File: src/hdl/sbsh_pkg.sv
`timescale 1ns / 1ps
// ============================================================================
// sbsh_pkg
// Shared types, round constants, initial hash values and mixing functions
// for the byte stream hasher.
// ============================================================================
package sbsh_pkg;

    typedef logic [31:0] word_t;
    typedef word_t [0:7] vars_t;

    localparam int unsigned ROUNDS     = 64;
    localparam int unsigned BLOCK_BYTES = 64;
    localparam int unsigned LEN_POS    = 56;

    localparam logic [7:0] PAD_MARKER = 8'h80;

    localparam vars_t HASH_INIT = '{
        32'h6a09e667, 32'hbb67ae85, 32'h3c6ef372, 32'ha54ff53a,
        32'h510e527f, 32'h9b05688c, 32'h1f83d9ab, 32'h5be0cd19
    };

    localparam word_t ROUND_K [0:ROUNDS-1] = '{
        32'h428a2f98, 32'h71374491, 32'hb5c0fbcf, 32'he9b5dba5,
        32'h3956c25b, 32'h59f111f1, 32'h923f82a4, 32'hab1c5ed5,
        32'hd807aa98, 32'h12835b01, 32'h243185be, 32'h550c7dc3,
        32'h72be5d74, 32'h80deb1fe, 32'h9bdc06a7, 32'hc19bf174,
        32'he49b69c1, 32'hefbe4786, 32'h0fc19dc6, 32'h240ca1cc,
        32'h2de92c6f, 32'h4a7484aa, 32'h5cb0a9dc, 32'h76f988da,
        32'h983e5152, 32'ha831c66d, 32'hb00327c8, 32'hbf597fc7,
        32'hc6e00bf3, 32'hd5a79147, 32'h06ca6351, 32'h14292967,
        32'h27b70a85, 32'h2e1b2138, 32'h4d2c6dfc, 32'h53380d13,
        32'h650a7354, 32'h766a0abb, 32'h81c2c92e, 32'h92722c85,
        32'ha2bfe8a1, 32'ha81a664b, 32'hc24b8b70, 32'hc76c51a3,
        32'hd192e819, 32'hd6990624, 32'hf40e3585, 32'h106aa070,
        32'h19a4c116, 32'h1e376c08, 32'h2748774c, 32'h34b0bcb5,
        32'h391c0cb3, 32'h4ed8aa4a, 32'h5b9cca4f, 32'h682e6ff3,
        32'h748f82ee, 32'h78a5636f, 32'h84c87814, 32'h8cc70208,
        32'h90befffa, 32'ha4506ceb, 32'hbef9a3f7, 32'hc67178f2
    };

    localparam logic [2:0] S_IDLE  = 3'd0;
    localparam logic [2:0] S_PAD   = 3'd1;
    localparam logic [2:0] S_LOAD  = 3'd2;
    localparam logic [2:0] S_ROUND = 3'd3;
    localparam logic [2:0] S_FOLD  = 3'd4;
    localparam logic [2:0] S_OUT   = 3'd5;

    function automatic word_t rotr(input word_t x, input int unsigned n);
        return (x >> n) | (x << (32 - n));
    endfunction

    function automatic word_t big_sigma0(input word_t x);
        return rotr(x, 2) ^ rotr(x, 13) ^ rotr(x, 22);
    endfunction

    function automatic word_t big_sigma1(input word_t x);
        return rotr(x, 6) ^ rotr(x, 11) ^ rotr(x, 25);
    endfunction

    function automatic word_t small_sigma0(input word_t x);
        return rotr(x, 7) ^ rotr(x, 18) ^ (x >> 3);
    endfunction

    function automatic word_t small_sigma1(input word_t x);
        return rotr(x, 17) ^ rotr(x, 19) ^ (x >> 10);
    endfunction

endpackage

File: src/hdl/sbsh_round_unit.sv
`timescale 1ns / 1ps
// ============================================================================
// sbsh_round_unit
// One compression round: mixes the working variables with one schedule word
// and one round constant.
// ============================================================================
module sbsh_round_unit import sbsh_pkg::*; (
    input  vars_t vars_in,
    input  word_t sched_word,
    input  word_t round_const,
    output vars_t vars_out
);

    word_t ch;
    word_t maj;
    word_t t1;
    word_t t2;

    always_comb begin
        ch  = (vars_in[4] & vars_in[5]) ^ (~vars_in[4] & vars_in[6]);
        maj = (vars_in[0] & vars_in[1]) ^ (vars_in[0] & vars_in[2])
            ^ (vars_in[1] & vars_in[2]);
        t1  = vars_in[7] + big_sigma1(vars_in[4]) + ch + round_const + sched_word;
        t2  = big_sigma0(vars_in[0]) + maj;

        vars_out[0] = t1 + t2;
        vars_out[1] = vars_in[0];
        vars_out[2] = vars_in[1];
        vars_out[3] = vars_in[2];
        vars_out[4] = vars_in[3] + t1;
        vars_out[5] = vars_in[4];
        vars_out[6] = vars_in[5];
        vars_out[7] = vars_in[6];
    end

endmodule

File: src/hdl/sbsh_sched_window.sv
`timescale 1ns / 1ps
// ============================================================================
// sbsh_sched_window
// Sixteen word window: gathers message bytes big-endian, then rolls as the
// message schedule during a compression.
// ============================================================================
module sbsh_sched_window import sbsh_pkg::*; (
    input  logic       aclk,
    input  logic       byte_shift,
    input  logic [7:0] byte_in,
    input  logic       sched_shift,
    output word_t      cur_word
);

    logic [511:0] win_reg;
    logic [511:0] win_next;
    word_t        w_new;

    assign cur_word = win_reg[511:480];

    always_comb begin
        w_new = small_sigma1(win_reg[63:32]) + win_reg[223:192]
              + small_sigma0(win_reg[479:448]) + win_reg[511:480];
        priority if (byte_shift) begin
            win_next = {win_reg[503:0], byte_in};
        end else if (sched_shift) begin
            win_next = {win_reg[479:0], w_new};
        end else begin
            win_next = win_reg;
        end
    end

    always_ff @(posedge aclk) begin
        win_reg <= win_next;
    end

endmodule

File: src/hdl/sha256_byte_stream_hasher_unit.sv
`timescale 1ns / 1ps
// ============================================================================
// sha256_byte_stream_hasher_unit
// Byte stream message hasher: one byte per beat, one round per cycle,
// eight digest word beats per message.
// ============================================================================
// a beat that is neither last nor block-filling keeps ready high; a beat that
//   fills a block holds ready low through load, 64 rounds on the shared round
//   unit and fold; a last beat pads one byte per cycle up to the block end,
//   runs one or two compressions, then offers 8 digest beats
// synchronous active-low reset restores the initial hash and empty length
// ============================================================================
module sha256_byte_stream_hasher_unit import sbsh_pkg::*; (
    input  logic        aclk,
    input  logic        aresetn,
    input  logic        s_valid,
    output logic        s_ready,
    input  logic [7:0]  s_data_byte,
    input  logic        s_byte_valid,
    input  logic        s_last,
    output logic        m_valid,
    input  logic        m_ready,
    output logic [31:0] m_digest_word,
    output logic [2:0]  m_word_index,
    output logic        m_last_word
);

    logic [2:0]  state_reg,       state_next;
    logic [5:0]  fill_reg,        fill_next;
    logic [63:0] bit_count_reg,   bit_count_next;
    vars_t       hash_reg,        hash_next;
    vars_t       var_reg,         var_next;
    logic [5:0]  round_reg,       round_next;
    logic        pad_active_reg,  pad_active_next;
    logic        marker_done_reg, marker_done_next;
    logic        len_ok_reg,      len_ok_next;
    logic        final_reg,       final_next;
    logic [2:0]  out_idx_reg,     out_idx_next;

    logic        byte_shift;
    logic [7:0]  byte_in;
    logic        sched_shift;
    word_t       cur_word;
    vars_t       round_out;
    logic        in_beat;
    logic        len_phase;

    sbsh_sched_window u_window (
        .aclk        (aclk),
        .byte_shift  (byte_shift),
        .byte_in     (byte_in),
        .sched_shift (sched_shift),
        .cur_word    (cur_word)
    );

    sbsh_round_unit u_round (
        .vars_in     (var_reg),
        .sched_word  (cur_word),
        .round_const (ROUND_K[round_reg]),
        .vars_out    (round_out)
    );

    assign s_ready       = (state_reg == S_IDLE);
    assign in_beat       = s_valid && s_ready;
    assign m_valid       = (state_reg == S_OUT);
    assign m_digest_word = hash_reg[out_idx_reg];
    assign m_word_index  = out_idx_reg;
    assign m_last_word   = (out_idx_reg == 3'd7);

    // length bytes go into the last eight slots of the final block
    assign len_phase = marker_done_reg && len_ok_reg
                    && (fill_reg >= 6'(LEN_POS));

    always_comb begin
        state_next       = state_reg;
        fill_next        = fill_reg;
        bit_count_next   = bit_count_reg;
        hash_next        = hash_reg;
        var_next         = var_reg;
        round_next       = round_reg;
        pad_active_next  = pad_active_reg;
        marker_done_next = marker_done_reg;
        len_ok_next      = len_ok_reg;
        final_next       = final_reg;
        out_idx_next     = out_idx_reg;
        byte_shift       = 1'b0;
        byte_in          = s_data_byte;
        sched_shift      = 1'b0;

        unique case (state_reg)
            S_IDLE: begin
                if (in_beat) begin
                    pad_active_next  = s_last;
                    marker_done_next = 1'b0;
                    len_ok_next      = 1'b0;
                    final_next       = 1'b0;
                    if (s_byte_valid) begin
                        byte_shift     = 1'b1;
                        fill_next      = fill_reg + 6'd1;
                        bit_count_next = bit_count_reg + 64'd8;
                    end
                    if (s_byte_valid && fill_reg == 6'(BLOCK_BYTES - 1)) begin
                        state_next = S_LOAD;
                    end else if (s_last) begin
                        state_next = S_PAD;
                    end
                end
            end
            S_PAD: begin
                byte_shift = 1'b1;
                fill_next  = fill_reg + 6'd1;
                priority if (!marker_done_reg) begin
                    byte_in          = PAD_MARKER;
                    marker_done_next = 1'b1;
                    len_ok_next      = (fill_reg < 6'(LEN_POS));
                end else if (len_phase) begin
                    byte_in        = bit_count_reg[63:56];
                    bit_count_next = {bit_count_reg[55:0], 8'd0};
                end else begin
                    byte_in = 8'd0;
                end
                if (fill_reg == 6'(BLOCK_BYTES - 1)) begin
                    final_next = marker_done_reg && len_ok_reg;
                    state_next = S_LOAD;
                end
            end
            S_LOAD: begin
                var_next   = hash_reg;
                round_next = 6'd0;
                state_next = S_ROUND;
            end
            S_ROUND: begin
                var_next    = round_out;
                sched_shift = 1'b1;
                round_next  = round_reg + 6'd1;
                if (round_reg == 6'(ROUNDS - 1)) begin
                    state_next = S_FOLD;
                end
            end
            S_FOLD: begin
                for (int i = 0; i < 8; i++) begin
                    hash_next[i] = hash_reg[i] + var_reg[i];
                end
                priority if (final_reg) begin
                    out_idx_next = 3'd0;
                    state_next   = S_OUT;
                end else if (pad_active_reg) begin
                    len_ok_next = 1'b1;
                    state_next  = S_PAD;
                end else begin
                    state_next = S_IDLE;
                end
            end
            S_OUT: begin
                if (m_ready) begin
                    out_idx_next = out_idx_reg + 3'd1;
                    if (out_idx_reg == 3'd7) begin
                        hash_next       = HASH_INIT;
                        bit_count_next  = 64'd0;
                        fill_next       = 6'd0;
                        pad_active_next = 1'b0;
                        final_next      = 1'b0;
                        state_next      = S_IDLE;
                    end
                end
            end
            default: begin
                state_next = S_IDLE;
            end
        endcase
    end

    always_ff @(posedge aclk) begin
        if (!aresetn) begin
            state_reg       <= S_IDLE;
            fill_reg        <= 6'd0;
            bit_count_reg   <= 64'd0;
            hash_reg        <= HASH_INIT;
            round_reg       <= 6'd0;
            pad_active_reg  <= 1'b0;
            marker_done_reg <= 1'b0;
            len_ok_reg      <= 1'b0;
            final_reg       <= 1'b0;
            out_idx_reg     <= 3'd0;
        end else begin
            state_reg       <= state_next;
            fill_reg        <= fill_next;
            bit_count_reg   <= bit_count_next;
            hash_reg        <= hash_next;
            round_reg       <= round_next;
            pad_active_reg  <= pad_active_next;
            marker_done_reg <= marker_done_next;
            len_ok_reg      <= len_ok_next;
            final_reg       <= final_next;
            out_idx_reg     <= out_idx_next;
        end
    end

    always_ff @(posedge aclk) begin
        var_reg <= var_next;
    end

endmodule
File: config.mk
export PLATFORM = sky130hd
export DESIGN_NAME = sha256_byte_stream_hasher_unit
export DESIGN_NICKNAME = d
export VERILOG_FILES = /design/src/hdl/sbsh_pkg.sv /design/src/hdl/sbsh_round_unit.sv /design/src/hdl/sbsh_sched_window.sv /design/src/hdl/sha256_byte_stream_hasher_unit.sv
export SDC_FILE = /design/constraint.sdc
export NUM_CORES = 2
export LEC_CHECK = 0
export BUFFER_PORTS_ARGS = -buffer_cell sky130_fd_sc_hd__buf_4
export CORE_MARGIN = 2
export CORE_UTILIZATION = 50
export DETAILED_ROUTE_END_ITERATION = 8
export PLACE_DENSITY = 0.76
export SYNTH_ARGS = -nofsm -noshare
export SYNTH_HDL_FRONTEND = slang
export SYNTH_SLANG_ARGS = --single-unit
File: constraint.sdc
create_clock -name aclk -period 21.5 [get_ports aclk]
set_input_delay 1.075 -clock aclk [delete_from_list [all_inputs] [get_ports aclk]]
set_output_delay 1.075 -clock aclk [all_outputs]
set_load 0.01 [all_outputs]
==> flow_metrics.tcl <==
set metrics [dict create \
    outcome "completed" \
    critPathCaptureType "flip-flop" \
    ff2ff_path_depth 37 \
    highest_layer "met5" \
    drive_above_1_share_pct 6.049 \
    wl_met3_microns 21340 \
    dieArea_sq_mm 0.1533 \
    postCtsSetupBuffers 0 \
    power_frac_seq_pct 24.8 \
    ys_async_sr_fraction_pct 0 \
    p_clk_share_pct 18.6 \
    grt_max_degree 246 \
    yosysUniqueCellTypes 97 \
    min_path_cells 2 \
    drc 0 \
    relSlewSlack_pct 12.80 \
    finalHoldViolations 0 \
    antenna_found_initial 9 \
    insertion_delay_ns 0.80 \
    tightest_slew_ns 1.275 \
    syn_avg_cell_area_sq_um 8.800 \
    first_global_vias 59130 \
    dr.pass1.iters 9 \
    fill_cells 13310 \
    ys_seq_area_share_pct 39.76 \
    clk_pin_slew_ns 0.06 \
    cpMaxStageDelayCell "ha_1" \
    seq_area_sq_mm 0.02986 \
    preCtsSetupSlack_ns 11.60 \
    required_ns 22.03 \
    rsz0062_at_grt "no" \
    cts.sinks 1107 \
    synth-edff-count 768 \
    fmax_mhz 99.22 \
    fin_ws_ns 11.42 \
    pwr-share-comb_pct 56.6 \
    path_common_cell "a21oi_1" \
    largest_reg_flops 512 \
    netSwitchingFraction_pct 44.37 \
    synthFlopType "edfxtp_1" \
    slowest_delay_ns 0.96 \
    die_x_microns 391.5 \
    grt_first_pass_wirelength_microns 354800 \
    p_leak_nw 33.73 \
    io_pins 52 \
    root_buffer "clkbuf_16" \
    routed_wl_microns 235000 \
    min_path_type "flip-flop to flip-flop" \
    cp_max_fo 25 \
    criticalPathCategory "flip-flop to flip-flop" \
    holdWs_ns 0.4867 \
    cts_tree "yes" \
    p_sw_mw 5.284 \
    period_needed_ns 10.08 \
    post-route-period-util_pct 46.88 \
    detail-route-antenna-nets 0 \
    ir_drop_v 0.0001641 \
    cts_made_buffers 130 \
    power_density_mw_per_mm2 147.0 \
    syn_inst 8531 \
    portBuffers 51 \
    area_delta_synth_final_pct 7.906 \
    hpwlAfterDp_microns 168100 \
    setup_viol 0 \
    wl_per_cell_microns 22.60 \
    fin_nets 8886 \
    final_core_util_pct 54.22 \
    track_usage_pct 30.08 \
    htreeDepth 4 \
    drt-vias-per-instance 6.035 \
    cts-resized-gates 0 \
    ys_ff_latch 1107 \
    start_kind "flip-flop" \
    gr-total-overflow 0 \
    wl_met1_microns 94340 \
    ctsHoldBuffers 0 \
    syn-cell-area_sq_mm 0.07507 \
    syn-num-nets 9142 \
    vias 62760 \
    finalSetupTns_ns 0 \
    p_int_mw 6.625 \
    core_area_sq_mm 0.1494 \
    gp_congestion 1.010 \
    start_util_pct 50.24 \
    ys_warn_count 0 \
    maxSlewViolCount 0 \
    finClkSkew_ns 0.04318 \
    wl_met2_microns 104900 \
    rows 142 \
    fp.dieH_microns 391.5 \
    drtIter0Drc 7582 \
    drv_cap 0 \
    cp.arrival_ns 10.61 \
    clockBufferDepth 3 \
    multi_input_area_sq_mm 0.04181 \
]
==> critical path, delay by kind of cell, from the launching register on <==
family	cells	cell delay, ns
buf+inv	5	1.09
fa+ha+maj	5	2.59
xor+xnor	3	0.69
compound gates	19	4.03
simple gates	5	1.10
flops	1	0.31
==> stage by stage <==
stage / power, mW / cell area, sq um / cells
2_1_floorplan: 7.901 / 75070 / 8531
3_3_place_gp: 9.485 / 76760 / 10160
3_5_place_dp: 9.563 / 76760 / 10160
4_1_cts: 11.83 / 81010 / 10400
5_1_grt: 12.70 / 81010 / 10400
6_report: 11.91 / 81010 / 10400
==> cells in the final DEF (no fill, tap or decap), types with 132 or more instances in the layout <==
master	count
a21o_1	190
ha_1	400
xnor2_1	393
nand2_1	2439
nor2_1	362
o21ai_0	396
dfxtp_1	332
xor2_1	212
inv_1	419
a21oi_1	490
clkbuf_16	132
edfxtp_1	768
fa_1	197
==> cell families (layout without fill, tap and decap cells) <==
family / after synthesis / after routing / synth area share [%]
other cells: 0 / 2 / 0
compound gates: 1776 / 1776 / 14.88
simple gates: 3359 / 3359 / 18.39
flops: 1107 / 1107 / 39.76
xor+xnor: 606 / 606 / 7.090
mux: 151 / 151 / 3.253
buf+inv: 932 / 782 / 4.668
fa+ha+maj: 600 / 600 / 11.96
==> layout make-up <==
cell class | instances | share of cell area, %
Multi-Input combinational cell | 6492 | 51.61
Sequential cell | 1107 | 36.87
Clock buffer | 176 | 4.417
Tap cell | 2016 | 3.114
Inverter | 426 | 1.985
Timing Repair Buffer | 118 | 1.175
Clock inverter | 62 | 0.8248
Antenna cell | 2 | 0.006178
==> final timing paths <==
| kind | startpoint | end | slack [ns] |
|---|---|---|---|
| max | round_reg[0]$_SDFFE_PN0P_ | var_reg[255]$_DFFE_PP_ | 11.42 |
| min | hash_reg[93]$_SDFFE_PN0P_ | hash_reg[93]$_SDFFE_PN0P_ | 0.49 |
| max reg2reg | round_reg[0]$_SDFFE_PN0P_ | var_reg[255]$_DFFE_PP_ | 11.42 |
| min reg2reg | hash_reg[93]$_SDFFE_PN0P_ | hash_reg[93]$_SDFFE_PN0P_ | 0.49 |
==> power groups by stage <==
stage               Sequential [mW]  Combinational, mW  Clock [mW]
floorplan                      2.92               4.98           0
global placement               2.98               6.50           0
detailed placement             2.99               6.58           0
CTS                            2.95               6.65        2.24
global route                   2.98               7.41        2.32
finish                         2.96               6.74        2.21
==> synth_stat cells, types with 62 or more instances <==
cell type  instances  area [sq um]
a211oi_1          62         465.5
a21o_1           191          1434
a21oi_1          491          2457
a22oi_1           68         510.5
clkbuf_1         462          1734
dfxtp_1          339          6787
edfxtp_1         768         23060
fa_1             197          3944
ha_1             400          5005
inv_1            422          1584
mux2_2            64         720.7
mux4_2            68          1531
nand2_1         2444          9174
nand2b_1          69         431.7
nand3_1          121         605.6
nor2_1           365          1370
nor2b_1           79         494.2
nor3_1            81         405.4
o21ai_0          396          1982
o21ai_1           78         390.4
o22ai_1           75         469.2
xnor2_1          393          3442
xor2_1           212          1857
==> metal layers <==
metal  GRT usage [%]  vias to the layer above
met3           5.373                      695
met2           46.43                     3143
met1           40.03                    30120
met4           16.78                        8
met5               0                        -
li1                -                    28800
(Power assumes the default switching activity.)
